$ cat src/rtl/core/tkc_pkg.sv
// shared types and constants for the top-k by count keeper
`timescale 1ns / 1ps
`default_nettype none
package tkc_pkg;

    localparam int DEPTH_DEFAULT = 16;
    localparam int ID_W          = 32;
    localparam int CNT_W         = 32;
    localparam int RANK_W        = 4;
    localparam int CFG_W         = 5;

    localparam logic [CFG_W-1:0] KEEP_RESET = CFG_W'(16);

    localparam logic CMD_INSERT  = 1'b0;
    localparam logic CMD_READOUT = 1'b1;

    typedef logic [1:0] t_mode;
    localparam t_mode MODE_HOLD   = 2'd0;
    localparam t_mode MODE_INSERT = 2'd1;
    localparam t_mode MODE_TRIM   = 2'd2;
    localparam t_mode MODE_POP    = 2'd3;

    typedef struct packed {
        logic             valid;
        logic [ID_W-1:0]  id;
        logic [CNT_W-1:0] count;
    } t_cell_data;

    localparam t_cell_data CELL_EMPTY = '{valid: 1'b0, id: '0, count: '0};

endpackage
`default_nettype wire

$ cat src/rtl/core/tkc_in_if.sv
// input channel: command and entry offered for ranking
`timescale 1ns / 1ps
`default_nettype none
interface tkc_in_if;
    import tkc_pkg::*;

    logic             valid;
    logic             ready;
    logic             cmd;
    logic [ID_W-1:0]  entry_id;
    logic [CNT_W-1:0] entry_count;

    modport source (output valid, output cmd, output entry_id, output entry_count,
                    input ready);
    modport sink   (input valid, input cmd, input entry_id, input entry_count,
                    output ready);
endinterface
`default_nettype wire

$ cat src/rtl/core/tkc_out_if.sv
// output channel: one ranked entry per transfer
`timescale 1ns / 1ps
`default_nettype none
interface tkc_out_if;
    import tkc_pkg::*;

    logic              valid;
    logic              ready;
    logic [RANK_W-1:0] rank;
    logic [ID_W-1:0]   ranked_id;
    logic [CNT_W-1:0]  ranked_count;
    logic              last_of_list;
    logic              list_empty;

    modport source (output valid, output rank, output ranked_id, output ranked_count,
                    output last_of_list, output list_empty, input ready);
    modport sink   (input valid, input rank, input ranked_id, input ranked_count,
                    input last_of_list, input list_empty, output ready);
endinterface
`default_nettype wire

$ cat src/rtl/core/tkc_cell.sv
// one slot of the ranked list: compare, insert, shift down, shift up or trim
`timescale 1ns / 1ps
`default_nettype none
module tkc_cell (
    input  wire logic                     i_clk,
    input  wire logic                     i_rst_n,
    input  wire tkc_pkg::t_mode           i_mode,
    input  wire logic                     i_in_range,
    input  wire logic [tkc_pkg::ID_W-1:0] i_new_id,
    input  wire logic [tkc_pkg::CNT_W-1:0] i_new_count,
    input  wire tkc_pkg::t_cell_data      i_prev,
    input  wire logic                     i_prev_before,
    input  wire tkc_pkg::t_cell_data      i_next,
    output tkc_pkg::t_cell_data           o_data,
    output logic                          o_before
);
    import tkc_pkg::*;

    logic             r_valid;
    logic [ID_W-1:0]  r_id;
    logic [CNT_W-1:0] r_count;
    t_cell_data       n_data;
    t_cell_data       w_cur;

    assign w_cur    = '{valid: r_valid, id: r_id, count: r_count};
    assign o_data   = w_cur;
    // new entry ranks ahead of this slot (or this slot is free)
    assign o_before = !(r_valid && i_in_range) || (r_count < i_new_count);

    always_comb begin
        n_data = w_cur;
        unique case (i_mode)
            MODE_INSERT: begin
                if (!i_in_range) begin
                    n_data.valid = 1'b0;
                end else if (i_prev_before) begin
                    n_data = i_prev;
                end else if (o_before) begin
                    n_data = '{valid: 1'b1, id: i_new_id, count: i_new_count};
                end
            end
            MODE_TRIM: n_data.valid = r_valid & i_in_range;
            MODE_POP:  n_data = i_next;
            default:   n_data = w_cur;
        endcase
    end

    always_ff @(posedge i_clk) begin
        if (!i_rst_n) begin
            r_valid <= 1'b0;
        end else begin
            r_valid <= n_data.valid;
        end
    end

    always_ff @(posedge i_clk) begin
        r_id    <= n_data.id;
        r_count <= n_data.count;
    end

endmodule
`default_nettype wire

$ cat src/rtl/core/top_k_by_count_keeper.sv
// top level: row of list cells, readout sequencer and output register
//
// Keeps the top keep_count entries by descending count (ties keep arrival
// order) in a row of DEPTH cells. Input channel i_in carries insert and
// readout commands; output channel o_out carries one ranked entry per transfer.
// On an insert, every cell compares its count against the new one in
// parallel and the row shifts down behind the insertion point, so inserts
// stream at one per cycle while no readout is in progress, with no result.
// A readout trims the row to the current limit on the edge that takes it, then
// pops one entry per cycle, unless the receiver stalls, from the head of the
// row into the output register: n stored entries give n transfers (an empty
// list gives one empty-flag transfer), with the final one marked last. i_in
// is not ready until the last entry of a readout is in the output register;
// a stalled output simply holds the register and the row. keep_count is
// written on i_cfg_we.
// Reset clears every cell valid bit, the sequencer and the output valid, and
// sets keep_count to 16.
`timescale 1ns / 1ps
`default_nettype none
module top_k_by_count_keeper #(
    parameter int DEPTH = tkc_pkg::DEPTH_DEFAULT
) (
    input  wire logic                      i_clk,
    input  wire logic                      i_rst_n,
    input  wire logic                      i_cfg_we,
    input  wire logic [tkc_pkg::CFG_W-1:0] i_cfg_wdata,
    tkc_in_if.sink                         i_in,
    tkc_out_if.source                      o_out
);
    import tkc_pkg::*;

    localparam int LIM_W = $clog2(DEPTH + 1);
    localparam int CMP_W = (LIM_W > CFG_W) ? LIM_W : CFG_W;

    localparam logic ST_IDLE = 1'b0;
    localparam logic ST_DUMP = 1'b1;

    logic [CFG_W-1:0]  r_keep;
    logic              r_state, n_state;
    logic [RANK_W-1:0] r_rank;
    logic              r_out_valid;
    logic [RANK_W-1:0] r_out_rank;
    logic [ID_W-1:0]   r_out_id;
    logic [CNT_W-1:0]  r_out_count;
    logic              r_out_last;
    logic              r_out_empty;

    logic [CMP_W-1:0]  w_keep_ext;
    logic [CMP_W-1:0]  w_limit;
    logic              w_in_fire;
    logic              w_out_load;
    logic              w_head_last;
    t_mode             w_mode;
    t_cell_data        w_cell   [DEPTH];
    logic [DEPTH-1:0]  w_before;
    logic [DEPTH-1:0]  w_in_range;
    logic [DEPTH-1:0]  w_valid_vec;

    // keep_count of 0 acts as 1, above DEPTH acts as DEPTH
    assign w_keep_ext = CMP_W'(r_keep);
    always_comb begin
        if (w_keep_ext == '0) begin
            w_limit = CMP_W'(1);
        end else if (w_keep_ext > CMP_W'(DEPTH)) begin
            w_limit = CMP_W'(DEPTH);
        end else begin
            w_limit = w_keep_ext;
        end
    end

    assign i_in.ready = (r_state == ST_IDLE);
    assign w_in_fire  = i_in.valid && i_in.ready;
    assign w_out_load = (r_state == ST_DUMP) && (!r_out_valid || o_out.ready);

    always_comb begin
        if (w_in_fire && (i_in.cmd == CMD_INSERT)) begin
            w_mode = MODE_INSERT;
        end else if (w_in_fire) begin
            w_mode = MODE_TRIM;
        end else if (w_out_load && w_cell[0].valid) begin
            w_mode = MODE_POP;
        end else begin
            w_mode = MODE_HOLD;
        end
    end

    for (genvar g = 0; g < DEPTH; g++) begin : g_cell
        t_cell_data w_prev;
        t_cell_data w_next;
        logic       w_prev_before;

        assign w_in_range[g]  = (CMP_W'(g) < w_limit);
        assign w_valid_vec[g] = w_cell[g].valid;

        if (g == 0) begin : g_head
            assign w_prev        = CELL_EMPTY;
            assign w_prev_before = 1'b0;
        end else begin : g_body
            assign w_prev        = w_cell[g-1];
            assign w_prev_before = w_before[g-1];
        end

        if (g == DEPTH - 1) begin : g_tail
            assign w_next = CELL_EMPTY;
        end else begin : g_mid
            assign w_next = w_cell[g+1];
        end

        tkc_cell u_cell (
            .i_clk         (i_clk),
            .i_rst_n       (i_rst_n),
            .i_mode        (w_mode),
            .i_in_range    (w_in_range[g]),
            .i_new_id      (i_in.entry_id),
            .i_new_count   (i_in.entry_count),
            .i_prev        (w_prev),
            .i_prev_before (w_prev_before),
            .i_next        (w_next),
            .o_data        (w_cell[g]),
            .o_before      (w_before[g])
        );
    end

    // after the trim, the head is the last entry when its neighbor is empty
    if (DEPTH > 1) begin : g_last_multi
        assign w_head_last = !w_cell[1].valid;
    end else begin : g_last_single
        assign w_head_last = 1'b1;
    end

    always_comb begin
        n_state = r_state;
        unique case (r_state)
            ST_IDLE: begin
                if (w_in_fire && (i_in.cmd == CMD_READOUT)) begin
                    n_state = ST_DUMP;
                end
            end
            ST_DUMP: begin
                if (w_out_load && (!w_cell[0].valid || w_head_last)) begin
                    n_state = ST_IDLE;
                end
            end
            default: n_state = ST_IDLE;
        endcase
    end

    always_ff @(posedge i_clk) begin
        if (!i_rst_n) begin
            r_keep      <= KEEP_RESET;
            r_state     <= ST_IDLE;
            r_rank      <= '0;
            r_out_valid <= 1'b0;
        end else begin
            if (i_cfg_we) begin
                r_keep <= i_cfg_wdata;
            end
            r_state <= n_state;
            if (w_mode == MODE_TRIM) begin
                r_rank <= '0;
            end else if (w_out_load) begin
                r_rank <= r_rank + RANK_W'(1);
            end
            if (w_out_load) begin
                r_out_valid <= 1'b1;
            end else if (o_out.ready) begin
                r_out_valid <= 1'b0;
            end
        end
    end

    always_ff @(posedge i_clk) begin
        if (w_out_load) begin
            if (w_cell[0].valid) begin
                r_out_rank  <= r_rank;
                r_out_id    <= w_cell[0].id;
                r_out_count <= w_cell[0].count;
                r_out_last  <= w_head_last;
                r_out_empty <= 1'b0;
            end else begin
                r_out_rank  <= '0;
                r_out_id    <= '0;
                r_out_count <= '0;
                r_out_last  <= 1'b1;
                r_out_empty <= 1'b1;
            end
        end
    end

    assign o_out.valid        = r_out_valid;
    assign o_out.rank         = r_out_rank;
    assign o_out.ranked_id    = r_out_id;
    assign o_out.ranked_count = r_out_count;
    assign o_out.last_of_list = r_out_last;
    assign o_out.list_empty   = r_out_empty;

    // filled cells always form a prefix of the row
    a_valid_prefix: assert property (@(posedge i_clk) disable iff (!i_rst_n)
        (w_valid_vec & (w_valid_vec + DEPTH'(1))) == '0)
        else $error("cell valid bits are not a contiguous prefix");

    // an empty readout result is always the last one of its readout
    a_empty_is_last: assert property (@(posedge i_clk) disable iff (!i_rst_n)
        (o_out.valid && o_out.list_empty) |-> o_out.last_of_list)
        else $error("empty-list result not marked last");

    // loading the last entry of a readout ends the readout and empties the row
    a_last_ends_dump: assert property (@(posedge i_clk) disable iff (!i_rst_n)
        (w_out_load && (!w_cell[0].valid || w_head_last))
        |=> (r_state == ST_IDLE) && (w_valid_vec == '0))
        else $error("readout did not finish with an empty row");

endmodule
`default_nettype wire

$ cat src/flat_wrapper.sv
// flat-port wrapper written by rule: the top's interface ports become plain ports
module top_k_by_count_keeper_flat import tkc_pkg::*;
#(
    parameter int DEPTH = tkc_pkg::DEPTH_DEFAULT
)
  (i_clk, i_rst_n, i_cfg_we, i_cfg_wdata, i_in_valid, i_in_cmd, i_in_entry_id, i_in_entry_count, i_in_ready, o_out_valid, o_out_rank, o_out_ranked_id, o_out_ranked_count, o_out_last_of_list, o_out_list_empty, o_out_ready);
  tkc_in_if i_in_i ();
  tkc_out_if o_out_i ();
  input  wire logic i_clk;
  input  wire logic i_rst_n;
  input  wire logic i_cfg_we;
  input  wire logic [tkc_pkg::CFG_W-1:0] i_cfg_wdata;
  input wire logic [$bits(i_in_i.valid)-1:0] i_in_valid;
  input wire logic [$bits(i_in_i.cmd)-1:0] i_in_cmd;
  input wire logic [$bits(i_in_i.entry_id)-1:0] i_in_entry_id;
  input wire logic [$bits(i_in_i.entry_count)-1:0] i_in_entry_count;
  output wire logic [$bits(i_in_i.ready)-1:0] i_in_ready;
  output wire logic [$bits(o_out_i.valid)-1:0] o_out_valid;
  output wire logic [$bits(o_out_i.rank)-1:0] o_out_rank;
  output wire logic [$bits(o_out_i.ranked_id)-1:0] o_out_ranked_id;
  output wire logic [$bits(o_out_i.ranked_count)-1:0] o_out_ranked_count;
  output wire logic [$bits(o_out_i.last_of_list)-1:0] o_out_last_of_list;
  output wire logic [$bits(o_out_i.list_empty)-1:0] o_out_list_empty;
  input wire logic [$bits(o_out_i.ready)-1:0] o_out_ready;
  assign i_in_i.valid = i_in_valid;
  assign i_in_i.cmd = i_in_cmd;
  assign i_in_i.entry_id = i_in_entry_id;
  assign i_in_i.entry_count = i_in_entry_count;
  assign i_in_ready = i_in_i.ready;
  assign o_out_valid = o_out_i.valid;
  assign o_out_rank = o_out_i.rank;
  assign o_out_ranked_id = o_out_i.ranked_id;
  assign o_out_ranked_count = o_out_i.ranked_count;
  assign o_out_last_of_list = o_out_i.last_of_list;
  assign o_out_list_empty = o_out_i.list_empty;
  assign o_out_i.ready = o_out_ready;
  top_k_by_count_keeper #(.DEPTH(DEPTH)) u_core (.i_clk(i_clk), .i_rst_n(i_rst_n), .i_cfg_we(i_cfg_we), .i_cfg_wdata(i_cfg_wdata), .i_in(i_in_i), .o_out(o_out_i));
endmodule
$ cat config.mk
export PLATFORM = sky130hd
export DESIGN_NAME = top_k_by_count_keeper_flat
export DESIGN_NICKNAME = d
export VERILOG_FILES = /design/src/rtl/core/tkc_pkg.sv /design/src/rtl/core/tkc_in_if.sv /design/src/rtl/core/tkc_out_if.sv /design/src/rtl/core/tkc_cell.sv /design/src/rtl/core/top_k_by_count_keeper.sv /design/src/flat_wrapper.sv
export SDC_FILE = /design/constraint.sdc
export NUM_CORES = 2
export LEC_CHECK = 0
export BUFFER_PORTS_ARGS = -buffer_cell sky130_fd_sc_hd__buf_2
export CAP_MARGIN = 5
export CORE_UTILIZATION = 30
export DETAILED_ROUTE_END_ITERATION = 8
export PLACE_DENSITY = 0.5
export SYNTH_ARGS = -nofsm -noshare
export SYNTH_HDL_FRONTEND = slang
export SYNTH_SLANG_ARGS = --single-unit
$ cat constraint.sdc
create_clock -name i_clk -period 15.4 [get_ports i_clk]
set_input_delay 2.31 -clock i_clk [delete_from_list [all_inputs] [get_ports i_clk]]
set_output_delay 2.31 -clock i_clk [all_outputs]
set_load 0.1 [all_outputs]
After elaboration in Yosys (flattened, before gate mapping)
Cells that the tools add are included.
W data, S select, Z words.

word-level totals
  ROM bits = 0
  word-level logic and storage cells = 363
  bits in registers = 1121
  memories = 0
  bits of input ports = 75
  output and inout port bits = 72
  bits in latches = 0
  RAM bits = 0

operators by class
  div/mod/pow operators = 0
  add/sub/neg operators = 1
  mux-type cells = 106
  magnitude comparators = 33
  bitwise logic cells = 19
  multiply operators = 0
  reduce and logical (&&, ||, !) cells = 96
  shift-type cells = 0
  eq/ne operators = 51

operators by type and width
  operator               count
  $pmux W64 S2           16
  $mux W65               31
  $mux W64               16
  $lt A32 B32 Y1         16
  $ne A4 B4 Y1 const B   15
  $ne A3 B3 Y1 const B   16
  $pmux W1 S3            16
  $reduce_and A3 Y1      16
  $lt A4 B5 Y1 const A   8
  $ne A2 B2 Y1 const B   17
  $reduce_and A2 Y1      16
  $logic_and A1 B1 Y1    22
  $mux W1                21
  $lt A3 B5 Y1 const A   4
  $logic_not A1 Y1       19
  $logic_or A1 B1 Y1     18
  $and A1 B1 Y1          16
  $lt A1 B5 Y1 const A   2
  $lt A2 B5 Y1 const A   2
  $mux W5                2
  $mux W2                3
  $gt A5 B5 Y1 const B   1
  $logic_not A5 Y1       1
  $add A4 B1 Y4 const B  1
  other kinds (7)        11

Longest topological paths before layout
  depth in word-level cells = 11
  gate-level depth with buffers = 13
  gate-level depth less buffers = 10

Modules after synthesis
Synthesis repeated with hierarchy kept, for this count alone.

unflattened totals
  cells, all modules = 6750
  area, all modules = 69270.2 um2

modules (own cells, without submodules)
  module                                  cells an instance  area an instance (um2)  seq. area each (um2)  instances
  tkc_cell (u_core.g_cell[0].u_cell ...)  408                4134.0                  1941.9                14
  tkc_cell (u_core.g_cell[14].u_cell)     408                4127.7                  1941.9                1
  tkc_cell (u_core.g_cell[9].u_cell)      404                4108.9                  1941.9                1
  top_k_by_count_keeper                   226                3158.0                  2322.2                1

Worst setup path after synthesis
OpenSTA, ideal clock, no wires.

  kind = input port to flip-flop
  from = input i_in_entry_count[1]
  to = register u_core.g_cell[9].u_cell.r_count[0] (enable)
  path buffers = 3
  path slack = 5.644 ns
  cell stages on the path = 12
  setup time = 0.581 ns
  data arrival time = 9.175 ns
  data required time = 14.819 ns
  path through = inv_1 > ha_1 > a2111o_1 > a311oi_1 > o21ai_0 > a31oi_1 > or2_2 > clkbuf_1 > buf_4 > buf_4 > nor2_1 > o31ai_1

on the way
  word-level cells in the longest chain between the ends = 4
  elaborated cells between the ends (all ways) = 6

RTL lines
  item                                  line                source
  start: declaration                    flat_wrapper.sv:16  input wire logic [$bits(i_in_i.entry_count)-1:0] i_in_entry_count;
  $lt A32 B32 Y1                        tkc_cell.sv:28      assign o_before = !(r_valid && i_in_range) || (r_count < i_new_count);
  $logic_or A1 B1 Y1                    tkc_cell.sv:28
  $ne A3 B3 Y1 (no source line) *       --
  $reduce_and A3 Y1 (no source line) *  --
  end signal: assignment                tkc_cell.sv:58      r_count <= n_data.count;
  end: declaration                      tkc_cell.sv:21      logic [CNT_W-1:0] r_count;

Every way passes the cells marked *; elsewhere a longest branch is shown, timed or not.
A chain may end at the register's enable or synchronous reset.

Worst setup path after layout
  from = input i_in_entry_count[3]
  to = register u_core.g_cell[4].u_cell.r_count[2] (enable)

on the way
  word-level cells in the longest chain between the ends = 4
  elaborated cells between the ends (all ways) = 6

RTL lines
  item                                  line
  $lt A32 B32 Y1                        tkc_cell.sv:28
  $logic_or A1 B1 Y1                    tkc_cell.sv:28
  $ne A3 B3 Y1 (no source line) *       --
  $reduce_and A3 Y1 (no source line) *  --
  end signal: assignment                tkc_cell.sv:58
  end: declaration                      tkc_cell.sv:21

Marked as above.

==> flow_summary.json <==
{
  "power_frac_comb_pct": 14.8,
  "cts_buffers": 136,
  "yosys_most_used_dff": "edfxtp_1",
  "placed_area_um2": 69060,
  "worst-endpoint-required_ns": 15.80,
  "hold_class": "reg -> reg",
  "ys_seq_area_share_pct": 51.07,
  "status": "finished clean",
  "max_stage_delay_ns": 1.06,
  "clock_path_buffers": 3,
  "tightest_slew_ns": 1.295,
  "use_met1_pct": 31.74,
  "stdcell_area_um2": 73260,
  "maxCapViolations": 0,
  "met3_usage_pct": 3.613,
  "num_rows": 171,
  "ctsHoldBuffers": 0,
  "fin_ws_ns": 7.893,
  "core-area_um2": 217000,
  "die_h_um": 468.9,
  "ys_async_sr_fraction_pct": 0,
  "p_sw_share_pct": 29.60,
  "p_leak_nw": 26.72,
  "p_switching_mw": 2.424,
  "postCtsSetupBuffers": 0,
  "synth_top_area_share_pct": 50.24,
  "maxSlewHeadroom_pct": 12.79,
  "grt_pass1_vias": 49030,
  "cts_resized": 0,
  "synth_edf_count": 1094,
  "arrival_ns": 7.91,
  "pin_count": 147,
  "synth_fp_nets": 6833,
  "final_cell_mix": "nand2_1, edfxtp_1, o21ai_0, mux2i_1, ha_1",
  "start_util_pct": 30.14,
  "vias": 51700,
  "start_kind": "primary input",
  "finalCriticalPeriod_ns": 7.507,
  "ir_drop_v": 0.00009080,
  "die_w_um": 468.9,
  "grtUsageTotal_pct": 21.85,
  "hpwl_mm": 155.2,
  "seqCellArea_um2": 33400,
  "synth_area_leaders": "edfxtp_1, ha_1, mux2i_1",
  "drtPass1Iterations": 6,
  "yosysWarnings": 0,
  "io_buffers": 146,
  "syn2layout_area_growth_pct": 12.03,
  "synthCells": 6261,
  "drive_above_1_share_pct": 7.804,
  "synth_area_um2": 65390,
  "wl_per_cell_um": 26.92,
  "power-per-cell-area_nw_per_um2": 111.8,
  "grt_first_pass_wirelength_mm": 353.0,
  "setup_viol_count_final": 0,
  "ys_ff_latch": 1121,
  "drt-initial-drc-count": 5314,
  "met2_usage_pct": 32.98,
  "clk_pin_slew_worst_paths_ns": 0.06,
  "htreeDepth": 4,
  "viasPerCell": 5.652,
  "r2r-start": "u_core.g_cell[4].u_cell.r_count[1]$_DFFE_PP_",
  "power.clock.fraction_pct": 38.7,
  "worstSkewPairLatency_ns": 0.83,
  "critPathKind": "in -> reg",
  "syn_avg_cell_area_um2": 10.44,
  "tns_ns": 0,
  "ys_types": 73,
  "drc": 0,
  "grt-ovfl-total": 0,
  "cts_tree": "built",
  "drt-total-wl_mm": 246.3,
  "slowest_stage": "buf_4",
  "whs_ns": 0.5062,
  "seq_power_share_pct": 46.4,
  "die_area_um2": 219800,
  "gp_congestion": 0.9096,
  "synth_area_leader_cell": "edfxtp_1",
  "layout.nets": 6762,
  "slew_viol_final": 0,
  "rsz0062_at_grt": "no",
  "intPower_mw": 5.766,
  "finish.utilization_pct": 33.77,
  "hold_violations": 0,
  "crit_chain": "buf_2 > inv_1 > ha_1 > a2111oi_1 > nor4_1 > or4_4 > a41oi_4 > nor2b_1 > o31ai_4 > buf_4",
  "dpl_worst_slack_ns": 7.149,
  "clockRootBuffer": "clkbuf_16",
  "endpoint_kind": "flop",
  "final.period_utilization_pct": 48.75,
  "ant_nets": 0,
  "multi_input_area_um2": 30230,
  "final_common_cell": "nand2_1",
  "antenna_found_initial": 12,
  "timing.critical_path.from": "i_in_entry_count[3]",
  "finClkSkew_ns": 0.04282,
  "fillCellCount": 21940,
  "grt_max_degree": 252,
  "fmax_mhz": 133.2,
  "cts_sinks": 1121,
  "busiest_layer": "met2",
  "hold_start": "u_core.g_cell[15].u_cell.r_id[31]$_SDFFCE_PP0P_",
  "path_max_fanout": 52
}
-- synth_stat cells, types with 27 or more instances --
library cell / instances
nand4_1: 70
edfxtp_1: 1094
mux2i_1: 497
nand2_1: 1177
o21ai_0: 525
o31ai_1: 79
clkbuf_1: 366
inv_1: 40
buf_2: 73
dfxtp_1: 27
nand3_1: 351
o211ai_1: 332
a21o_1: 49
nor2_1: 230
a21oi_1: 350
nand2b_1: 87
a2bb2oi_1: 67
ha_1: 497
and2_1: 68
o21ai_1: 32
-- worst paths after layout --
path,endpoint,slack (ns),cells after the start
setup / recovery,u_core.g_cell[4].u_cell.r_count[2]$_DFFE_PP_,7.89,10
hold / removal,u_core.g_cell[14].u_cell.r_id[31]$_DFFE_PP_,0.51,2
setup reg to reg,u_core.g_cell[4].u_cell.r_count[2]$_DFFE_PP_,9.59,8
hold reg to reg,u_core.g_cell[14].u_cell.r_id[31]$_DFFE_PP_,0.51,2
-- cell type report --
type / count / share of cell area, %
multi-input combinational: 4624 / 41.27
clock buffer: 169 / 4.900
inverter: 41 / 0.2203
tap: 2854 / 4.874
sequential: 1121 / 45.59
timing repair buffer: 266 / 2.313
antenna: 2 / 0.006832
clock inverter: 71 / 0.8300
-- layer usage --
metal	vias to the layer above	wire length (µm)	share of wire (%)
met5	-	46	0.019
li1	23310	-	-
met3	337	18420	7.5
met4	8	7119	2.9
met2	2199	106900	43
met1	25850	113800	46
-- power groups by stage --
stage               sequential (mW)  combinational [mW]  clock, mW
detailed placement             3.86                1.20          0
floorplan                      3.87               0.705          0
CTS                            3.80                1.21       3.23
global route                   3.82                1.32       3.32
finish                         3.80                1.22       3.17
global placement               3.86                1.18          0
-- sequential cells by signal (all words and copies together), names as in the netlist --
signal / flops
u_core.g_cell.u_cell.r_count: 512
u_core.o_out.list_empty: 1
u_core.g_cell.u_cell.r_id: 512
u_core.r_rank: 4
u_core.o_out.last_of_list: 1
u_core.r_state: 1
u_core.r_keep: 5
u_core.g_cell.u_cell.r_valid: 16
u_core.o_out.ranked_id: 32
u_core.o_out.ranked_count: 32
u_core.o_out.valid: 1
u_core.o_out.rank: 4
-- worst max-delay path, delay by kind of cell --
family	cells	cell delay, ns
compound gates	3	2.51
fa+ha+maj	1	0.35
buf+inv	3	1.65
simple gates	3	0.94
-- cells by family (layout without fill, tap and decap cells) --
family,count (synthesis),after routing,share of synthesized area (%)
mux,498,498,7.625
flops,1121,1121,51.07
other cells,0,2,0
simple gates,2074,2074,13.82
xor+xnor,3,3,0.04019
buf+inv,516,547,3.280
fa+ha+maj,497,497,9.510
compound gates,1552,1552,14.66
-- per-stage QoR --
step / cells / total power, mW
finish: 9148 / 8.190
global route: 9147 / 8.459
CTS: 9146 / 8.237
detailed placement: 8906 / 5.062
global placement: 8906 / 5.039
floorplan: 6261 / 4.576
No activity file was read; power rests on OpenSTA's default activity.
